<file path="config.mk">
export PLATFORM = sky130hd
export DESIGN_NAME = partition_fit_allocator_top
export DESIGN_NICKNAME = d
export VERILOG_FILES = /design/src/design/pfa_pkg.sv /design/src/design/pfa_fit_unit.sv /design/src/design/partition_fit_allocator_top.sv
export SDC_FILE = /design/constraint.sdc
export NUM_CORES = 1
export LEC_CHECK = 0
export ABC_AREA = 1
export BUFFER_PORTS_ARGS = -buffer_cell sky130_fd_sc_hd__buf_2
export CORE_ASPECT_RATIO = 0.75
export CORE_MARGIN = 5
export CORE_UTILIZATION = 55
export CTS_BUF_LIST = sky130_fd_sc_hd__clkbuf_8
export DETAILED_ROUTE_END_ITERATION = 6
export GPL_TIMING_DRIVEN = 1
export PLACE_DENSITY = 0.82
export SYNTH_ARGS = -nofsm -noshare
export SYNTH_HDL_FRONTEND = slang
export SYNTH_SLANG_ARGS = --single-unit
</file>
<file path="constraint.sdc">
create_clock -name clk_i -period 7.3 [get_ports clk_i]
set_input_delay 1.46 -clock clk_i [delete_from_list [all_inputs] [get_ports clk_i]]
set_output_delay 1.46 -clock clk_i [all_outputs]
set_load 0.05 [all_outputs]
</file>
<file path="src/design/pfa_pkg.sv">
package pfa_pkg;

  // Table geometry.
  localparam int PARTITIONS = 16;
  localparam int SIZE_BITS  = 16;
  localparam int IDX_W      = $clog2(PARTITIONS);
  localparam int CNT_W      = $clog2(PARTITIONS + 1);

  // Command codes.
  localparam logic [1:0] CMD_LOAD  = 2'd0;
  localparam logic [1:0] CMD_ALLOC = 2'd1;
  localparam logic [1:0] CMD_READ  = 2'd2;

  // Placement policies; the unused code behaves as worst fit.
  localparam logic [1:0] POL_FIRST = 2'd0;
  localparam logic [1:0] POL_BEST  = 2'd1;
  localparam logic [1:0] POL_WORST = 2'd2;

  // Configuration register indexes.
  localparam logic CFG_FIT_POLICY = 1'b0;
  localparam logic CFG_PARTITIONS = 1'b1;

  // Sequencer states.
  typedef enum logic [2:0] {
    ST_IDLE,
    ST_SCAN,
    ST_READ,
    ST_UPDATE,
    ST_EMIT
  } state_e;

  // Control from the sequencer to the fit unit.
  typedef struct packed {
    logic             clear;
    logic             step;
    logic [IDX_W-1:0] idx;
  } fit_ctl_t;

  // Running choice held by the fit unit.
  typedef struct packed {
    logic                 found;
    logic [IDX_W-1:0]     pick;
    logic [SIZE_BITS-1:0] best;
  } fit_stat_t;

endpackage

</file>
<file path="src/design/pfa_fit_unit.sv">
module pfa_fit_unit (
  input  logic                           clk_i,
  input  logic                           rst_ni,
  input  pfa_pkg::fit_ctl_t              ctl_i,
  input  logic [1:0]                     policy_i,
  input  logic [15:0]                    req_i,
  input  logic [pfa_pkg::SIZE_BITS-1:0]  entry_i,
  output pfa_pkg::fit_stat_t             stat_o
);
  import pfa_pkg::*;

  logic                 found_q;
  logic [IDX_W-1:0]     pick_q;
  logic [SIZE_BITS-1:0] best_q;
  logic                 fits;
  logic                 better;
  logic                 take;

  // The entry fits when it holds at least the request. Comparing free sizes
  // is the same as comparing leftovers, since the request is common.
  assign fits = 32'(entry_i) >= 32'(req_i);

  always_comb begin
    case (policy_i)
      POL_FIRST: better = 1'b0;
      POL_BEST:  better = entry_i < best_q;
      default:   better = entry_i > best_q;
    endcase
  end

  assign take = ctl_i.step && fits && (!found_q || better);

  // Found flag of the running choice.
  always_ff @(posedge clk_i or negedge rst_ni) begin
    if (!rst_ni) begin
      found_q <= 1'b0;
    end else if (ctl_i.clear) begin
      found_q <= 1'b0;
    end else if (take) begin
      found_q <= 1'b1;
    end
  end

  // Index and free size of the running choice.
  always_ff @(posedge clk_i) begin
    if (take) begin
      pick_q <= ctl_i.idx;
      best_q <= entry_i;
    end
  end

  assign stat_o.found = found_q;
  assign stat_o.pick  = pick_q;
  assign stat_o.best  = best_q;

endmodule

</file>
<file path="src/design/partition_fit_allocator_top.sv">
// Partition fit allocator. A table of 16 partition free sizes is kept in a
// small memory with one write port and one registered read port. A load
// writes an entry and returns its value, a read returns an entry, and an
// allocate places its request by first, best or worst fit and returns the
// one-based partition number and the space left there (0 when nothing fits).
// Each item gives one result beat. The block takes one item at a time: a
// load or an unknown command goes straight to the emit step, a read passes
// through a read step first, and an allocate through a scan step over n
// partitions (up to 16) and an update step, because the shared fit unit
// compares one table entry per cycle as the read port sweeps the table.
// Entries must be loaded before they are read or searched. A stall on the
// output holds the block in its final step until the beat can be taken.
module partition_fit_allocator_top (
  input  logic        clk_i,
  input  logic        rst_ni,
  input  logic        cfg_we_i,
  input  logic        cfg_addr_i,
  input  logic [4:0]  cfg_wdata_i,
  input  logic        in_valid_i,
  output logic        in_stall_o,
  input  logic [1:0]  cmd_i,
  input  logic [3:0]  slot_i,
  input  logic [15:0] amount_i,
  input  logic        final_request_i,
  output logic        out_valid_o,
  input  logic        out_stall_i,
  output logic        placed_o,
  output logic [4:0]  slot_number_o,
  output logic [15:0] free_left_o,
  output logic        batch_done_o
);
  import pfa_pkg::*;

  state_e               state_q, state_d;
  logic [1:0]           policy_q;
  logic [4:0]           parts_q;
  logic [15:0]          amount_q;
  logic                 fin_q;
  logic [IDX_W-1:0]     cnt_q;
  logic [CNT_W-1:0]     n_search;
  logic                 slot_ok;
  logic                 in_acc;
  logic                 last_step;
  logic                 out_free;
  logic                 out_load;

  logic [SIZE_BITS-1:0] mem_q [PARTITIONS];
  logic [SIZE_BITS-1:0] rd_data_q;
  logic                 mem_we;
  logic [IDX_W-1:0]     mem_waddr;
  logic [SIZE_BITS-1:0] mem_wdata;
  logic [IDX_W-1:0]     rd_addr;

  logic                 res_placed_q;
  logic [4:0]           res_number_q;
  logic [15:0]          res_free_q;

  logic                 out_valid_q;
  logic                 out_placed_q;
  logic [4:0]           out_number_q;
  logic [15:0]          out_free_q;
  logic                 out_fin_q;

  fit_ctl_t             fit_ctl;
  fit_stat_t            fit_stat;

  // Configuration registers.
  always_ff @(posedge clk_i or negedge rst_ni) begin
    if (!rst_ni) begin
      policy_q <= POL_FIRST;
      parts_q  <= 5'd16;
    end else if (cfg_we_i) begin
      case (cfg_addr_i)
        CFG_FIT_POLICY: policy_q <= cfg_wdata_i[1:0];
        CFG_PARTITIONS: parts_q  <= cfg_wdata_i;
        default:        parts_q  <= parts_q;
      endcase
    end
  end

  // Number of partitions searched, capped at the table depth.
  assign n_search  = (32'(parts_q) > 32'(PARTITIONS)) ? CNT_W'(PARTITIONS)
                                                      : CNT_W'(parts_q);
  assign slot_ok   = 32'(slot_i) < 32'(PARTITIONS);
  assign in_acc    = in_valid_i && !in_stall_o;
  assign last_step = (CNT_W'(cnt_q) + CNT_W'(1)) == n_search;
  assign out_free  = !out_valid_q || !out_stall_i;

  // Next-state logic of the sequencer.
  always_comb begin
    state_d = state_q;
    case (state_q)
      ST_IDLE: begin
        if (in_acc) begin
          case (cmd_i)
            CMD_LOAD:  state_d = ST_EMIT;
            CMD_ALLOC: state_d = (n_search == '0) ? ST_EMIT : ST_SCAN;
            CMD_READ:  state_d = slot_ok ? ST_READ : ST_EMIT;
            default:   state_d = ST_EMIT;
          endcase
        end
      end
      ST_SCAN:   state_d = last_step ? ST_UPDATE : ST_SCAN;
      ST_READ:   state_d = ST_EMIT;
      ST_UPDATE: state_d = ST_EMIT;
      ST_EMIT:   state_d = out_free ? ST_IDLE : ST_EMIT;
      default:   state_d = ST_IDLE;
    endcase
  end

  // Output logic of the sequencer: table ports, fit unit control, handshakes.
  always_comb begin
    in_stall_o  = state_q != ST_IDLE;
    mem_we      = 1'b0;
    mem_waddr   = IDX_W'(slot_i);
    mem_wdata   = SIZE_BITS'(amount_i);
    rd_addr     = cnt_q + IDX_W'(1);
    fit_ctl     = '0;
    fit_ctl.idx = cnt_q;
    out_load    = 1'b0;
    case (state_q)
      ST_IDLE: begin
        mem_we        = in_acc && (cmd_i == CMD_LOAD) && slot_ok;
        rd_addr       = (cmd_i == CMD_READ) ? IDX_W'(slot_i) : '0;
        fit_ctl.clear = in_acc;
      end
      ST_SCAN: begin
        fit_ctl.step = 1'b1;
      end
      ST_UPDATE: begin
        mem_we    = fit_stat.found;
        mem_waddr = fit_stat.pick;
        mem_wdata = fit_stat.best - SIZE_BITS'(amount_q);
      end
      ST_EMIT: begin
        out_load = out_free;
      end
      default: begin
        out_load = 1'b0;
      end
    endcase
  end

  always_ff @(posedge clk_i or negedge rst_ni) begin
    if (!rst_ni) begin
      state_q <= ST_IDLE;
    end else begin
      state_q <= state_d;
    end
  end

  // Scan counter: entry under test in the fit unit.
  always_ff @(posedge clk_i or negedge rst_ni) begin
    if (!rst_ni) begin
      cnt_q <= '0;
    end else if (state_q == ST_IDLE) begin
      cnt_q <= '0;
    end else if (state_q == ST_SCAN) begin
      cnt_q <= cnt_q + IDX_W'(1);
    end
  end

  // Free-space table with one write port and a registered read port.
  always_ff @(posedge clk_i) begin
    if (mem_we) begin
      mem_q[mem_waddr] <= mem_wdata;
    end
    rd_data_q <= mem_q[rd_addr];
  end

  pfa_fit_unit u_fit (
    .clk_i    (clk_i),
    .rst_ni   (rst_ni),
    .ctl_i    (fit_ctl),
    .policy_i (policy_q),
    .req_i    (amount_q),
    .entry_i  (rd_data_q),
    .stat_o   (fit_stat)
  );

  // Result of the item in flight.
  always_ff @(posedge clk_i) begin
    if (state_q == ST_IDLE && in_acc) begin
      res_placed_q <= 1'b0;
      res_number_q <= '0;
      res_free_q   <= (cmd_i == CMD_LOAD && slot_ok) ? 16'(SIZE_BITS'(amount_i)) : '0;
      amount_q     <= amount_i;
      fin_q        <= final_request_i;
    end else if (state_q == ST_READ) begin
      res_free_q <= 16'(rd_data_q);
    end else if (state_q == ST_UPDATE && fit_stat.found) begin
      res_placed_q <= 1'b1;
      res_number_q <= 5'(fit_stat.pick) + 5'd1;
      res_free_q   <= 16'(mem_wdata);
    end
  end

  // Output register.
  always_ff @(posedge clk_i or negedge rst_ni) begin
    if (!rst_ni) begin
      out_valid_q <= 1'b0;
    end else if (out_load) begin
      out_valid_q <= 1'b1;
    end else if (!out_stall_i) begin
      out_valid_q <= 1'b0;
    end
  end

  always_ff @(posedge clk_i) begin
    if (out_load) begin
      out_placed_q <= res_placed_q;
      out_number_q <= res_number_q;
      out_free_q   <= res_free_q;
      out_fin_q    <= fin_q;
    end
  end

  assign out_valid_o   = out_valid_q;
  assign placed_o      = out_placed_q;
  assign slot_number_o = out_number_q;
  assign free_left_o   = out_free_q;
  assign batch_done_o  = out_fin_q;

endmodule

</file>
==> impl_results.md <==
- Outcome: completed
- DRT iter0 DRCs: 1357
- GRT overflow: 0
- Number of global-route vias before repair: 11502
- NumNets Final: 1766
- Max VDD drop: 0.000449 V
- # rows: 55
- Worst hold-check path type: reg -> reg
- Setup Skew: 0.0247 ns
- R2R cell count: 10
- Worst EP required: 7.58 ns
- Crit path setup slack, layout: 2.96 ns
- GP Congestion: 0.901
- Post-cts gate resize count: 0
- CTS Buffer Depth: 3
- Starting Density: 0.558
- Die W: 212 µm
- P_leak: 7.74 nW
- DR vias/cell: 5.67
- Final wirelength: 39400 µm
- Synth Instances: 1607
- Ratio of cells with drive above 1 in the final layout: 0.102
- Crit path cell chain: buf_2 > nand2_1 > inv_1 > nand2_1 > nand2_1 > nand3_1 > nor2_1 > buf_4
- # DRC: 0
- Via count: 11999
- Crit path buf inv count: 3
- Crit path time final: 4.34 ns
- Mapped Nets: 1694
- Number of post-CTS setup repair buffers: 0
- CP Depth: 8
- CTS Hold Bufs: 0
- Number of CTS-inserted buffers: 52
- WHS: 0.419 ns
- Antenna violations before repair: 0
- Yosys cell types: 40
- Max cap viols: 0
- Setup TNS: 0 ns
- Chip height: 161 µm
- CP startpoint kind: primary input
- Seq cells post-synth: 370
- DP Area: 17500 µm²
- Design area: 18400 µm²
- Wire per inst: 18.6 µm
- GRT Total Usage: 0.229
- R2R setup slack: 3.03 ns
- Measured slew at the worst slew-check pin: 1.36 ns
- Avg Synthesized Cell Area: 10.5 µm²
- Die area: 34200 µm²
- Layout Utilization: 0.611
- Post-synth ARST share: 0.0432
- Largest net degree at the start of global routing: 193
- F_max: 230 MHz
- CTS sink cnt: 370
- Unrepaired setup endpoints after global routing: false
- CP top delay family: simple AND/OR/NAND/NOR gates
- Worst Setup End Kind: register
- Ys Warns: 0
- Placed cells: 2024
- I/O Buffers: 58
- Commonest non-fill, non-tap cell in the layout: nand2_1
- Max Slew Vio Count: 0
- CP Class: in -> reg
- CTS tree: built
- IO Pins: 59
- Commonest cells after routing, fill and taps aside: nand2_1, edfxtp_1, nand3_1, inv_1, o211ai_1
- H-Tree Depth: 2
- Number of enable flip-flop cells after synthesis: 332
- First-pass GRT wire length: 62100 µm
- Top FF cell, synth: edfxtp_1
- DP Wirelength: 26200 µm
- Place WS: 2.24 ns
- Clock Root Buffer: clkbuf_8
- Setup Viol. Count Final: 0
- Seq/Total Area, Yosys: 0.643
- Worst-Skew Late Latency: 0.60 ns
- Clk slew on worst S/H paths: 0.06 ns
- Crit-path max FO: 22
- Drt pass-1 iters: 5
- WP data arrival: 4.63 ns
- Fin crit share: 0.595
- Ant. Diodes: 0
- Core Box Area: 30100 µm²
- PD cells: 336 nW/µm²
- Post-route insts no fill: 2118
- Synthesized cell area: 16800 µm²
- Hold Vio Cnt, Final: 0
- Power, Total: 6.19 mW
- Antenna Violating Nets Remaining: 0
- Area delta synth->final: 9.55%
- Worst Hold Depth: 0
- Most used cell, CP: nand2_1
- Slowest stage delay, CP: 0.89 ns
- Critical path's slowest cell: inv_1
- Slew headroom: 0.0845
==> cell usage after synthesis, drive strengths merged, types with 2 or more instances <==
cell type	number	area share
buf	51	0.018
ha	52	0.039
a31oi	3	0.0011
a21oi	35	0.011
nand3	208	0.062
edfxtp	332	0.59
clkbuf	13	0.0029
xor2	6	0.0031
xnor2	4	0.0021
dfxtp	22	0.026
o21ai	47	0.014
or2	4	0.0015
nand4	2	0.00074
nand3b	2	0.00089
nor3	3	0.00089
o22ai	6	0.0030
nor2	61	0.014
o211ai	64	0.029
inv	193	0.043
nand2	475	0.11
o21bai	2	0.00089
o21a	2	0.00089
dfrtp	15	0.022
==> where the power goes <==
part	internal, mW	total, mW	switching (mW)	leakage [nW]
Clock	0.728	1.49	0.761	0.563
Combinational	0.579	2.01	1.43	3.78
Sequential	2.56	2.69	0.128	3.40
==> worst reg2reg max path: stages, from the launching register on <==
cell and delay (ns):
dfrtp_1 0.41, nor2_2 0.22, nand2_4 0.11, inv_4 0.14, nand2_1 0.48, inv_1 0.90, nand2_1 0.25, nand2_1 0.21
nand3_1 0.18, nor2_1 0.74, buf_4 0.34
==> sequential cells by signal (all words and copies together), names as in the netlist, 2 cells and up <==
signal and flops:
slot_number_o 5, res_free_q 16, cnt_q 4, u_fit.best_q 16, policy_q 2, parts_q 5
res_number_q 5, state_q 3, amount_q 16, free_left_o 16, rd_data_q 16, u_fit.pick_q 4
mem_q 256
==> final timing paths <==
| check | start | endpoint |
|---|---|---|
| min reg2reg | res_free_q[13] | free_left_o[13] |
| min in group asynchronous | rst_ni | state_q[1] |
| min | res_free_q[13] | free_left_o[13] |
| max reg2reg | state_q[2] | mem_q[12][6] |
| max in group asynchronous | rst_ni | parts_q[4] |
| max | in_valid_i | mem_q[12][6] |
==> cell type report <==
type                       instances  area, µm²
fill                            2313      11700
sequential                       370      10800
multi-input combinational        980       4970
clock buffer                      58        798
inverter                         193        727
tap                              399        499
timing repair buffer              82        470
clock inverter                    36        151
==> routing by layer <==
layer  track usage  part of all wire  up-vias
met5             0                 0        -
met4        0.0597             0.023        0
met3        0.0491              0.11       72
met2         0.352              0.45      624
met1         0.336              0.42     5681
li1              -                 -     5622
==> logic make-up after synthesis <==
kind of cell / after synthesis / synth area share
and+or+nand+nor: 756 / 0.187
DFF: 370 / 0.643
buffers and inverters: 257 / 0.0645
adders and majority gates: 53 / 0.0399
xor gates and xnor gates: 10 / 0.00521
AOI/OAI and AO/OA: 161 / 0.0602
No activity file was read; power rests on OpenSTA's default activity.
